<file path="src/rtl/ihc_pkg.sv">
// Shared types and constants of the IPv4 receive header check.
// Used by the top level and the port checker; no dependencies.
package ihc_pkg;

   localparam int unsigned MAX_LOCAL_ADDRS         = 4;
   localparam int unsigned NUM_LOCAL_ADDRS_DEFAULT = 4;

   localparam int unsigned CSR_INDEX_WIDTH = 3;
   localparam int unsigned CSR_DATA_WIDTH  = 32;

   typedef enum logic [CSR_INDEX_WIDTH-1:0] {
      CSR_LOCAL_ADDR_0      = 3'd0,
      CSR_LOCAL_ADDR_1      = 3'd1,
      CSR_LOCAL_ADDR_2      = 3'd2,
      CSR_LOCAL_ADDR_3      = 3'd3,
      CSR_LOCAL_ADDR_ENABLE = 3'd4
   } csr_index_type;

   typedef enum logic [3:0] {
      VERDICT_ICMP          = 4'd0,
      VERDICT_UDP           = 4'd1,
      VERDICT_TCP           = 4'd2,
      VERDICT_UNKNOWN_PROTO = 4'd3,
      VERDICT_SHORT         = 4'd4,
      VERDICT_VERSION       = 4'd5,
      VERDICT_HDR_LEN       = 4'd6,
      VERDICT_TOTAL_LEN     = 4'd7,
      VERDICT_CHECKSUM      = 4'd8,
      VERDICT_NOT_LOCAL     = 4'd9
   } verdict_type;

   localparam logic [7:0]  PROTO_ICMP    = 8'd1;
   localparam logic [7:0]  PROTO_TCP     = 8'd6;
   localparam logic [7:0]  PROTO_UDP     = 8'd17;
   localparam logic [3:0]  IP_VERSION    = 4'd4;
   localparam logic [7:0]  LOOPBACK_NET  = 8'd127;
   localparam logic [31:0] BROADCAST     = 32'hFFFF_FFFF;
   localparam logic [15:0] COUNT_MAX     = 16'hFFFF;
   localparam logic [15:0] CSUM_GOOD     = 16'hFFFF;
   localparam logic [15:0] MIN_HDR_BYTES = 16'd20;

   localparam logic [15:0] IDX_VER_IHL   = 16'd0;
   localparam logic [15:0] IDX_LEN_HI    = 16'd2;
   localparam logic [15:0] IDX_LEN_LO    = 16'd3;
   localparam logic [15:0] IDX_TTL       = 16'd8;
   localparam logic [15:0] IDX_PROTOCOL  = 16'd9;
   localparam logic [15:0] IDX_SRC_FIRST = 16'd12;
   localparam logic [15:0] IDX_SRC_LAST  = 16'd15;
   localparam logic [15:0] IDX_DST_FIRST = 16'd16;
   localparam logic [15:0] IDX_DST_LAST  = 16'd19;

   typedef struct packed {
      logic [15:0] byte_count;
      logic [7:0]  ver_ihl;
      logic [15:0] ip_length;
      logic [7:0]  protocol;
      logic [7:0]  ttl;
      logic [31:0] src;
      logic [31:0] dst;
      logic [15:0] csum;
      logic [7:0]  csum_high;
   } hdr_state_type;

endpackage

</file>
<file path="src/rtl/ihc_req_if.sv">
// Request channel of the IPv4 receive header check: one packet byte per request.
// Stands alone; no package needed.
interface ihc_req_if;
   logic       valid;
   logic       ready;
   logic [7:0] data_byte;
   logic       last_byte;

   modport source (output valid, output data_byte, output last_byte, input ready);
   modport sink   (input valid, input data_byte, input last_byte, output ready);
endinterface

</file>
<file path="src/rtl/ihc_rsp_if.sv">
// Response channel of the IPv4 receive header check: one verdict per packet.
// Stands alone; no package needed.
interface ihc_rsp_if;
   logic        valid;
   logic        ready;
   logic [3:0]  verdict;
   logic [7:0]  protocol;
   logic [31:0] source_ip;
   logic [31:0] dest_ip;
   logic [7:0]  ttl;
   logic [5:0]  header_len;
   logic [15:0] data_length;

   modport source (output valid, output verdict, output protocol, output source_ip,
                   output dest_ip, output ttl, output header_len, output data_length,
                   input ready);
   modport sink   (input valid, input verdict, input protocol, input source_ip,
                   input dest_ip, input ttl, input header_len, input data_length,
                   output ready);
endinterface

</file>
<file path="src/rtl/ipv4_rx_header_check.sv">
// Top level of the IPv4 receive header check: header capture, checksum and verdict.
// Depends on ihc_pkg, ihc_req_if and ihc_rsp_if.
//
//   channel  direction  handshake            contents
//   req_ch   in         valid/ready          data_byte, last_byte
//   rsp_ch   out        valid/ready          verdict and header fields, once per packet
//   csr_*    in         csr_we, no wait      local addresses and their enable mask
//
// One byte is taken per cycle while no verdict waits for rsp_ch.ready; the limit is the
// single header state update per byte. A verdict becomes valid once its last byte has moved
// from the input register into the result register.
// While a verdict waits for rsp_ch.ready, the input register still takes one byte.
// Synchronous reset clears the packet state, the channels and the address registers.
module ipv4_rx_header_check #(
   parameter int unsigned NUM_LOCAL_ADDRS = ihc_pkg::NUM_LOCAL_ADDRS_DEFAULT
) (
   input  logic                                 clock,
   input  logic                                 reset,
   ihc_req_if.sink                              req_ch,
   ihc_rsp_if.source                            rsp_ch,
   input  logic                                 csr_we,
   input  logic [ihc_pkg::CSR_INDEX_WIDTH-1:0]  csr_index,
   input  logic [ihc_pkg::CSR_DATA_WIDTH-1:0]   csr_wdata
);

   logic [31:0]                local_addr_ff [NUM_LOCAL_ADDRS];
   logic [NUM_LOCAL_ADDRS-1:0] addr_enable_ff;

   logic       s1_valid_ff;
   logic [7:0] s1_byte_ff;
   logic       s1_last_ff;

   ihc_pkg::hdr_state_type state_ff;
   ihc_pkg::hdr_state_type state_in;

   logic                 rsp_valid_ff;
   ihc_pkg::verdict_type verdict_ff;
   ihc_pkg::verdict_type verdict_in;
   logic [7:0]           protocol_ff;
   logic [31:0]          src_ff;
   logic [31:0]          dst_ff;
   logic [7:0]           ttl_ff;
   logic [5:0]           hlen_ff;
   logic [5:0]           hlen_in;
   logic [15:0]          payload_ff;
   logic [15:0]          payload_in;

   logic        advance;
   logic        process;
   logic [15:0] idx;
   logic [16:0] csum_sum;
   logic        dst_local;

   always_ff @(posedge clock) begin
      if (reset) begin
         for (int i = 0; i < NUM_LOCAL_ADDRS; i++) begin
            local_addr_ff[i] <= '0;
         end
         addr_enable_ff <= '0;
      end else if (csr_we) begin
         for (int i = 0; i < NUM_LOCAL_ADDRS; i++) begin
            if (csr_index == ihc_pkg::CSR_INDEX_WIDTH'(i)) begin
               local_addr_ff[i] <= csr_wdata;
            end
         end
         if (csr_index == ihc_pkg::CSR_LOCAL_ADDR_ENABLE) begin
            addr_enable_ff <= csr_wdata[NUM_LOCAL_ADDRS-1:0];
         end
      end
   end

   assign advance      = !rsp_valid_ff || rsp_ch.ready;
   assign req_ch.ready = !s1_valid_ff || advance;
   assign process      = s1_valid_ff && advance;

   always_ff @(posedge clock) begin
      if (reset) begin
         s1_valid_ff <= 1'b0;
      end else if (req_ch.ready) begin
         s1_valid_ff <= req_ch.valid;
      end
   end

   always_ff @(posedge clock) begin
      if (req_ch.ready && req_ch.valid) begin
         s1_byte_ff <= req_ch.data_byte;
         s1_last_ff <= req_ch.last_byte;
      end
   end

   always_comb begin
      idx      = state_ff.byte_count;
      state_in = state_ff;
      csum_sum = '0;
      priority if (idx == ihc_pkg::IDX_VER_IHL) begin
         state_in.ver_ihl = s1_byte_ff;
      end else if (idx == ihc_pkg::IDX_LEN_HI || idx == ihc_pkg::IDX_LEN_LO) begin
         state_in.ip_length = {state_ff.ip_length[7:0], s1_byte_ff};
      end else if (idx == ihc_pkg::IDX_TTL) begin
         state_in.ttl = s1_byte_ff;
      end else if (idx == ihc_pkg::IDX_PROTOCOL) begin
         state_in.protocol = s1_byte_ff;
      end else if (idx >= ihc_pkg::IDX_SRC_FIRST && idx <= ihc_pkg::IDX_SRC_LAST) begin
         state_in.src = {state_ff.src[23:0], s1_byte_ff};
      end else if (idx >= ihc_pkg::IDX_DST_FIRST && idx <= ihc_pkg::IDX_DST_LAST) begin
         state_in.dst = {state_ff.dst[23:0], s1_byte_ff};
      end else begin
         state_in = state_ff;
      end

      hlen_in = {state_in.ver_ihl[3:0], 2'b00};

      if (idx < {10'b0, hlen_in}) begin
         if (!idx[0]) begin
            state_in.csum_high = s1_byte_ff;
         end else begin
            csum_sum      = {1'b0, state_ff.csum} + {1'b0, state_ff.csum_high, s1_byte_ff};
            state_in.csum = csum_sum[15:0] + {15'b0, csum_sum[16]};
         end
      end

      if (idx != ihc_pkg::COUNT_MAX) begin
         state_in.byte_count = idx + 16'd1;
      end
   end

   always_comb begin
      dst_local = (state_in.dst == ihc_pkg::BROADCAST) ||
                  (state_in.dst[31:24] == ihc_pkg::LOOPBACK_NET);
      for (int i = 0; i < NUM_LOCAL_ADDRS; i++) begin
         if (addr_enable_ff[i] && local_addr_ff[i] == state_in.dst) begin
            dst_local = 1'b1;
         end
      end
   end

   always_comb begin
      priority if (state_in.byte_count < ihc_pkg::MIN_HDR_BYTES) begin
         verdict_in = ihc_pkg::VERDICT_SHORT;
      end else if (state_in.ver_ihl[7:4] != ihc_pkg::IP_VERSION) begin
         verdict_in = ihc_pkg::VERDICT_VERSION;
      end else if ({10'b0, hlen_in} < ihc_pkg::MIN_HDR_BYTES ||
                   {10'b0, hlen_in} > state_in.byte_count) begin
         verdict_in = ihc_pkg::VERDICT_HDR_LEN;
      end else if (state_in.ip_length < {10'b0, hlen_in} ||
                   state_in.ip_length > state_in.byte_count) begin
         verdict_in = ihc_pkg::VERDICT_TOTAL_LEN;
      end else if (state_in.csum != ihc_pkg::CSUM_GOOD) begin
         verdict_in = ihc_pkg::VERDICT_CHECKSUM;
      end else if (!dst_local) begin
         verdict_in = ihc_pkg::VERDICT_NOT_LOCAL;
      end else begin
         unique case (state_in.protocol)
            ihc_pkg::PROTO_ICMP: verdict_in = ihc_pkg::VERDICT_ICMP;
            ihc_pkg::PROTO_UDP:  verdict_in = ihc_pkg::VERDICT_UDP;
            ihc_pkg::PROTO_TCP:  verdict_in = ihc_pkg::VERDICT_TCP;
            default:             verdict_in = ihc_pkg::VERDICT_UNKNOWN_PROTO;
         endcase
      end

      if (verdict_in == ihc_pkg::VERDICT_ICMP || verdict_in == ihc_pkg::VERDICT_UDP ||
          verdict_in == ihc_pkg::VERDICT_TCP) begin
         payload_in = state_in.ip_length - {10'b0, hlen_in};
      end else begin
         payload_in = '0;
      end
   end

   always_ff @(posedge clock) begin
      if (reset) begin
         state_ff <= '0;
      end else if (process) begin
         state_ff <= s1_last_ff ? '0 : state_in;
      end
   end

   always_ff @(posedge clock) begin
      if (reset) begin
         rsp_valid_ff <= 1'b0;
      end else if (advance) begin
         rsp_valid_ff <= process && s1_last_ff;
      end
   end

   always_ff @(posedge clock) begin
      if (process && s1_last_ff) begin
         verdict_ff  <= verdict_in;
         protocol_ff <= state_in.protocol;
         src_ff      <= state_in.src;
         dst_ff      <= state_in.dst;
         ttl_ff      <= state_in.ttl;
         hlen_ff     <= hlen_in;
         payload_ff  <= payload_in;
      end
   end

   assign rsp_ch.valid       = rsp_valid_ff;
   assign rsp_ch.verdict     = verdict_ff;
   assign rsp_ch.protocol    = protocol_ff;
   assign rsp_ch.source_ip   = src_ff;
   assign rsp_ch.dest_ip     = dst_ff;
   assign rsp_ch.ttl         = ttl_ff;
   assign rsp_ch.header_len  = hlen_ff;
   assign rsp_ch.data_length = payload_ff;

endmodule

</file>
<file path="src/flat_wrapper.sv">
// flat-port wrapper written by rule: the top's interface ports become plain ports
module ipv4_rx_header_check_flat 
#(
   parameter int unsigned NUM_LOCAL_ADDRS = ihc_pkg::NUM_LOCAL_ADDRS_DEFAULT
)
  (clock, reset, csr_we, csr_index, csr_wdata, req_ch_valid, req_ch_data_byte, req_ch_last_byte, req_ch_ready, rsp_ch_valid, rsp_ch_verdict, rsp_ch_protocol, rsp_ch_source_ip, rsp_ch_dest_ip, rsp_ch_ttl, rsp_ch_header_len, rsp_ch_data_length, rsp_ch_ready);
  ihc_req_if req_ch_i ();
  ihc_rsp_if rsp_ch_i ();
  input  logic clock;
  input  logic reset;
  input  logic csr_we;
  input  logic [ihc_pkg::CSR_INDEX_WIDTH-1:0] csr_index;
  input  logic [ihc_pkg::CSR_DATA_WIDTH-1:0] csr_wdata;
  input wire logic [$bits(req_ch_i.valid)-1:0] req_ch_valid;
  input wire logic [$bits(req_ch_i.data_byte)-1:0] req_ch_data_byte;
  input wire logic [$bits(req_ch_i.last_byte)-1:0] req_ch_last_byte;
  output wire logic [$bits(req_ch_i.ready)-1:0] req_ch_ready;
  output wire logic [$bits(rsp_ch_i.valid)-1:0] rsp_ch_valid;
  output wire logic [$bits(rsp_ch_i.verdict)-1:0] rsp_ch_verdict;
  output wire logic [$bits(rsp_ch_i.protocol)-1:0] rsp_ch_protocol;
  output wire logic [$bits(rsp_ch_i.source_ip)-1:0] rsp_ch_source_ip;
  output wire logic [$bits(rsp_ch_i.dest_ip)-1:0] rsp_ch_dest_ip;
  output wire logic [$bits(rsp_ch_i.ttl)-1:0] rsp_ch_ttl;
  output wire logic [$bits(rsp_ch_i.header_len)-1:0] rsp_ch_header_len;
  output wire logic [$bits(rsp_ch_i.data_length)-1:0] rsp_ch_data_length;
  input wire logic [$bits(rsp_ch_i.ready)-1:0] rsp_ch_ready;
  assign req_ch_i.valid = req_ch_valid;
  assign req_ch_i.data_byte = req_ch_data_byte;
  assign req_ch_i.last_byte = req_ch_last_byte;
  assign req_ch_ready = req_ch_i.ready;
  assign rsp_ch_valid = rsp_ch_i.valid;
  assign rsp_ch_verdict = rsp_ch_i.verdict;
  assign rsp_ch_protocol = rsp_ch_i.protocol;
  assign rsp_ch_source_ip = rsp_ch_i.source_ip;
  assign rsp_ch_dest_ip = rsp_ch_i.dest_ip;
  assign rsp_ch_ttl = rsp_ch_i.ttl;
  assign rsp_ch_header_len = rsp_ch_i.header_len;
  assign rsp_ch_data_length = rsp_ch_i.data_length;
  assign rsp_ch_i.ready = rsp_ch_ready;
  ipv4_rx_header_check #(.NUM_LOCAL_ADDRS(NUM_LOCAL_ADDRS)) u_core (.clock(clock), .reset(reset), .req_ch(req_ch_i), .rsp_ch(rsp_ch_i), .csr_we(csr_we), .csr_index(csr_index), .csr_wdata(csr_wdata));
endmodule
</file>
<file path="config.mk">
export PLATFORM = sky130hd
export DESIGN_NAME = ipv4_rx_header_check_flat
export DESIGN_NICKNAME = d
export VERILOG_FILES = /design/src/rtl/ihc_pkg.sv /design/src/rtl/ihc_req_if.sv /design/src/rtl/ihc_rsp_if.sv /design/src/rtl/ipv4_rx_header_check.sv /design/src/flat_wrapper.sv
export SDC_FILE = /design/constraint.sdc
export NUM_CORES = 1
export LEC_CHECK = 0
export BUFFER_PORTS_ARGS = -buffer_cell sky130_fd_sc_hd__buf_4
export CORE_MARGIN = 2
export CORE_UTILIZATION = 50
export CTS_CLUSTER_SIZE = 10
export DETAILED_ROUTE_END_ITERATION = 10
export MAX_ROUTING_LAYER = met4
export PLACE_DENSITY = 0.69
export SLEW_MARGIN = 5
export SYNTH_ARGS = -nofsm -noshare
export SYNTH_HDL_FRONTEND = slang
export SYNTH_SLANG_ARGS = --single-unit
</file>
<file path="constraint.sdc">
create_clock -name clock -period 4.78 [get_ports clock]
set_input_delay 0.239 -clock clock [delete_from_list [all_inputs] [get_ports clock]]
set_output_delay 0.239 -clock clock [all_outputs]
set_load 0.005 [all_outputs]
</file>
* Word-level counts from Yosys, hierarchy flattened
Memories as Yosys holds them, arrays and structs flattened. Index checks and enable logic that the tools add are counted.
Word-level totals: bits in registers 263, output and inout port bits 108, word-level logic and storage cells 144, bits in writable memories 128, input port bits 49, memories kept 1
Cells by class: reduce and logical (&&, ||, !) cells 23, eq/ne operators 22, order comparisons 10, mux-type cells 59, bitwise logic cells 4, add/sub/neg operators 4
Memory list:
- u_core.local_addr_ff | depth 4, bits a word 32, rd ports 4, clocked after Yosys merged registers in 0, wr ports 4, line ipv4_rx_header_check.sv:26 | logic [31:0] local_addr_ff [NUM_LOCAL_ADDRS];
Operators with widths (number):
- 88-bit two-way mux | 6
- 32-bit two-way mux | 6
- 144-bit two-way mux | 1
- 32-bit == test | 4
- 120-bit two-way mux | 1
- 56-bit two-way mux | 2
- 104-bit two-way mux | 1
- 96-bit two-way mux | 1
- 16-bit two-way mux | 4
- 24-bit two-way mux | 2
- 48-bit two-way mux | 1
- 40-bit two-way mux | 1
- 16-bit by 2-bit == test with 1-bit output (second input constant) | 2
- 16-bit by 4-bit == test with 1-bit output (second input constant) | 2
- 32-bit == test (second input constant) | 1
- 16-bit by 6-bit < comparator with 1-bit output | 2
- 8-bit two-way mux | 4
- 16-bit inequality test (second input constant) | 2
- 4-bit two-way mux | 6
- 1-bit two-way mux | 22
- 16-bit by 16-bit adder with 17-bit output | 1
- 16-bit by 1-bit adder with 16-bit output | 1
- 16-bit by 1-bit adder with 16-bit output (second input constant) | 1
- 16-bit by 4-bit >= comparator with 1-bit output (second input constant) | 1
- 27 further kinds | 47

* Depth between registers and ports, before layout
depth after elaboration 27, gate-level depth with buffers 21, gate-level depth less buffers 19

* Worst setup path before layout
OpenSTA, ideal clock, no wires.
kind reg2reg, from register u_core.state_ff (netlist bit u_core.idx[8]), to register u_core.payload_ff[10] (netlist: u_core.rsp_ch.data_length[10]) (data pin), setup slack -0.405 ns, cell stages (with the launch flop) 22, library setup time 0.255 ns, required time 4.525 ns, clock period less this slack 5.185 ns, buffers on the path 6, arrival time 4.931 ns, cell sequence dfxtp_1 -> buf_6 -> nor4_1 -> and4_1 -> clkbuf_1 -> nor4bb_1 -> buf_2 -> buf_2 -> buf_1 -> mux2_2 -> inv_1 -> ha_1 -> inv_1 -> fa_1 -> a21o_1 -> a21o_1 -> or3_1 -> o32ai_1 -> or3_1 -> nor4_4 -> buf_6 -> and2_1
On the way: elaborated cells on any way between the ends 77, classes of those cells add/sub: 2; order compare: 10; eq/ne: 18; mux: 33; reduce/logical: 14
RTL lines:
- from (decl) | line ipv4_rx_header_check.sv:33 | ihc_pkg::hdr_state_type state_ff;
- from (signal assigned) | line ipv4_rx_header_check.sv:173 | state_ff <= s1_last_ff ? '0 : state_in;
- branches (longest 16 deep; another with 16-bit by 4-bit >= comparator with 1-bit output)
- 4-bit two-way mux (*) | line ipv4_rx_header_check.sv:138 | priority if (state_in.byte_count < ihc_pkg::MIN_HDR_BYTES) begin
- via u_core.verdict_in[2] | line ipv4_rx_header_check.sv:38 | ihc_pkg::verdict_type verdict_in;
- 4-bit by 1-bit == test with 1-bit output or 4-bit logical NOT (tied branches) | line ipv4_rx_header_check.sv:161 | if (verdict_in == ihc_pkg::VERDICT_ICMP || verdict_in == ihc_pkg::VERDICT_UDP ||
- 1-bit logical OR | line ipv4_rx_header_check.sv:161
- 1-bit logical OR (*) | line ipv4_rx_header_check.sv:161
- to (signal assigned) | line ipv4_rx_header_check.sv:193 | payload_ff <= payload_in;
- to (decl) | line ipv4_rx_header_check.sv:45 | logic [15:0] payload_ff;
Mark *: on every way through the listed nets, which the timed path passes. The select of a mux whose other input is x is not followed. A chain may end at the register's enable or synchronous reset.

* Worst setup path after layout
from register u_core.s1_byte_ff[0], to register u_core.verdict_ff[1] (netlist: u_core.rsp_ch.verdict[1]) (data pin)
On the way: word-level cells in the longest chain between the ends 18, elaborated cells on any way between the ends 46, classes of those cells add/sub: 2; order compare: 5; eq/ne: 9; mux: 23; reduce/logical: 7
Ends and longest elaborated chain:
- from (decl) | line ipv4_rx_header_check.sv:30 | logic [7:0] s1_byte_ff;
- from (signal assigned) | line ipv4_rx_header_check.sv:86 | s1_byte_ff <= req_ch.data_byte;
- branches (longest 15 deep; another with 16-bit by 16-bit adder with 17-bit output)
- 4-bit two-way mux (*) | line ipv4_rx_header_check.sv:142 | end else if ({10'b0, hlen_in} < ihc_pkg::MIN_HDR_BYTES ||
- 4-bit two-way mux (*) | line ipv4_rx_header_check.sv:140 | end else if (state_in.ver_ihl[7:4] != ihc_pkg::IP_VERSION) begin
- 4-bit two-way mux (*) | line ipv4_rx_header_check.sv:138
- via u_core.verdict_in[1] | line ipv4_rx_header_check.sv:38
- to (signal assigned) | line ipv4_rx_header_check.sv:187 | verdict_ff <= verdict_in;
- to (decl) | line ipv4_rx_header_check.sv:37 | ihc_pkg::verdict_type verdict_ff;
Mark *: on every way through the listed nets, which the timed path passes.

==> results_dict.tcl <==
set metrics [dict create \
    io_buffers 154 \
    cp_max_fo 3 \
    slowest_stage "edfxtp_1" \
    p_leak_nw 10.28 \
    drive_above_1_share_pct 19.36 \
    cpPeakStageDelay_ns 0.40 \
    path_class "flip-flop to flip-flop" \
    hp-class "primary input to flip-flop" \
    start_util_pct 50.48 \
    core_um2 42980 \
    synth_seq_cells 391 \
    grt-busiest-layer "met2" \
    cts_sinks 391 \
    fin_crit_ns 4.578 \
    cts_root_buf "clkbuf_16" \
    fmax_ghz 0.2184 \
    htreeDepth 2 \
    wl_per_cell_um 25.59 \
    worst_slack_ns 0.2017 \
    overflow 0 \
    final_hold_viol_count 0 \
    tritoncts "built" \
    io_pins 157 \
    fp.dieW_um 212.3 \
    worstPathCellList "ha_2 > fa_2 > a21oi_2 > o211ai_1 > a2111oi_2 > nor3_2 > a21o_1 > a21o_1 > ha_4 > ha_4 > and2_4 > and4_4 > xnor2_2 > nand3b_1 > o41ai_2 > o2111ai_2 > buf_6 > buf_6 > or3b_4 > a21oi_2" \
    register_area_um2 10240 \
    clkTransAtPathRegs_ns 0.06 \
    antenna_left 0 \
    grt_pass1_vias 17947 \
    drv_cap 0 \
    dieArea_um2 45080 \
    power_density_nw_per_um2 294.6 \
    drv_slew 0 \
    hold_slack_ns 0.02403 \
    die_height_um 212.3 \
    peakVddDrop_mv 0.2415 \
    post-route-util_pct 60.93 \
    grt_pass1_wl_um 113900 \
    place_hpwl_um 55650 \
    fillers 3655 \
    multiInputGateArea_um2 10860 \
    synth_ff_type "edfxtp_1" \
    pre_cts_ws_ns -0.1921 \
    use_met3_pct 6.484 \
    arrival_ns 5.04 \
    drc 0 \
    vias_per_cell 6.152 \
    global_route.usage.total_pct 35.38 \
    use_met2_pct 52.38 \
    fin_crit_sh_pct 95.78 \
    grt_max_degree 85 \
    firstDrtPassIters 6 \
    num_rows 76 \
    synth-edff-count 241 \
    tightest_slew_ns 1.171 \
    cts_buffer_depth 3 \
    synth_cell_types 88 \
    cp-start-kind "flip-flop" \
    yosysSeqAreaShare_pct 47.19 \
    syn_to_final_growth_pct 20.70 \
    wl_um 77980 \
    slew-limit-headroom_pct 21.65 \
    finalPower_mw 7.715 \
    place.gp.congestion 1.079 \
    layout.nets 2522 \
    clock_latency_ns 0.61 \
    synth_area_um2 21700 \
    skew_ns 0.01560 \
    outcome "completed" \
    cp-end-kind "flip-flop" \
    gr-usage-met1_pct 47.81 \
    finalSetupViolations 0 \
    synthArstFlopShare_pct 0 \
    syn_avg_cell_area_um2 9.966 \
    required_ns 5.24 \
    drtIter0Drc 2242 \
    vias 18745 \
    cts_buffers 47 \
    ys_warn_count 0 \
    syn_inst 2177 \
    rsz0062_at_grt "yes" \
    antenna_found_initial 5 \
]
-- state kept, by name (all words and copies together) (netlist names), 4 cells and up --
register                   count
u_core.addr_enable_ff          4
u_core.idx                    16
u_core.local_addr_ff         128
u_core.rsp_ch.data_length     16
u_core.rsp_ch.dest_ip         32
u_core.rsp_ch.header_len       4
u_core.rsp_ch.protocol         8
u_core.rsp_ch.source_ip       32
u_core.rsp_ch.ttl              8
u_core.rsp_ch.verdict          4
u_core.s1_byte_ff              8
u_core.state_ff              128
-- worst max-delay path, delay by kind of cell (launching register included) --
family                   cells  cell delay [ns]
buffers and inverters        2             0.28
AO/OA/AOI/OAI                8             1.75
AND/OR/NAND/NOR              5             0.93
XOR/XNOR                     1             0.18
adder cells (fa/ha/maj)      4             0.92
flip-flops                   1             0.40
-- logic make-up after synthesis --
| logic type | count (synthesis) | share of synthesized area, % |
|---|---|---|
| AO/OA/AOI/OAI | 431 | 13.97 |
| XOR/XNOR | 160 | 6.459 |
| adder cells (fa/ha/maj) | 51 | 3.010 |
| buffers and inverters | 222 | 4.089 |
| flip-flops | 391 | 47.19 |
| multiplexers | 100 | 5.340 |
| other | 1 | 0.01728 |
| AND/OR/NAND/NOR | 821 | 19.92 |
-- routing by layer --
| metal | up-vias | share of wire, % |
|---|---|---|
| met1 | 9117 | 42 |
| met2 | 994 | 44 |
| li1 | 8433 | - |
| met3 | 201 | 9.6 |
| met5 | - | 0 |
| met4 | 0 | 4.3 |
-- cell usage in the layout, fill, tap and decap left out, types with 7 or more instances in the layout --
master,n
buf_4,285
edfxtp_1,241
nor2_1,226
and2_1,158
dfxtp_1,148
a22oi_1,122
xnor2_1,97
nand2_1,88
inv_1,83
a21oi_1,82
nand3_1,61
xor2_1,61
nand2b_1,60
mux2_2,59
clkbuf_16,48
nand4_1,46
ha_1,46
nor3_1,44
o21ai_0,42
dlygate4sd3_1,42
nor4_1,38
mux2i_1,33
clkbuf_1,27
nor2b_1,21
o22ai_1,20
a21o_1,16
o2111ai_1,16
o211ai_1,15
a211oi_1,9
and3_1,9
o2bb2ai_1,9
and4_1,8
or3_1,7
a31oi_1,7
a221oi_1,7
-- power breakdown --
part | switching [mW] | leakage [nW] | internal [mW]
sequential | 0.117 | 3.62 | 3.68
combinational | 0.371 | 6.00 | 0.233
clock | 1.45 | 0.669 | 1.87
total | 1.93 | 10.3 | 5.78
-- worst paths after layout --
path	start	cells after the start	to	slack [ns]
worst min-delay path	rsp_ch_ready	3	u_core.rsp_ch.valid	0.02
worst max register to register	u_core.s1_byte_ff[0]	20	u_core.rsp_ch.verdict[1]	0.20
worst min register to register	u_core.state_ff[16]	2	u_core.state_ff[16]	0.49
worst max-delay path	u_core.s1_byte_ff[0]	20	u_core.rsp_ch.verdict[1]	0.20
-- layout make-up --
cell class	instances	area share [%]
Multi-Input combinational cell	1565	41.46
Sequential cell	391	39.11
Timing Repair Buffer	332	10.08
Clock buffer	76	4.983
Tap cell	585	2.795
Inverter	85	1.228
Clock inverter	10	0.3201
Antenna cell	3	0.02867
-- metrics by stage --
step | setup TNS (ns) | cells | instance area, um2
after floorplan | 0 | 2178 | 21730
after global placement | -1.623 | 2905 | 24080
after detailed placement | -2.536 | 2905 | 24080
after CTS | 0 | 3035 | 25930
after global routing | -0.04233 | 3045 | 26180
final | 0 | 3047 | 26190
-- synthesized netlist by cell type (11+ instances only) --
cell	count	area, um2
a21o_1	17	127.6
a21oi_1	85	425.4
a22oi_1	123	923.4
and2_1	159	994.7
buf_1	11	41.29
clkbuf_1	110	412.9
dfxtp_1	150	3003
edfxtp_1	241	7237
ha_1	49	613.1
inv_1	84	315.3
mux2_2	59	664.4
mux2i_1	33	330.3
nand2_1	89	334.1
nand2b_1	60	375.4
nand3_1	63	315.3
nand4_1	46	287.8
nor2_1	228	855.8
nor2b_1	22	137.6
nor3_1	50	250.2
nor4_1	42	262.8
o2111ai_1	18	157.7
o211ai_1	15	112.6
o21ai_0	43	215.2
o22ai_1	20	125.1
xnor2_1	98	858.3
xor2_1	62	543.0
-- repair_timing --
item	CTS	global route
hold buffers	42	0
setup buffers	2	7
resized for setup	7	36
pin swaps	8	28
cloned	0	2
endpoints found under the setup margin	17	19
endpoints found under the hold margin	128	0
Power figures use the tool's default switching activity.
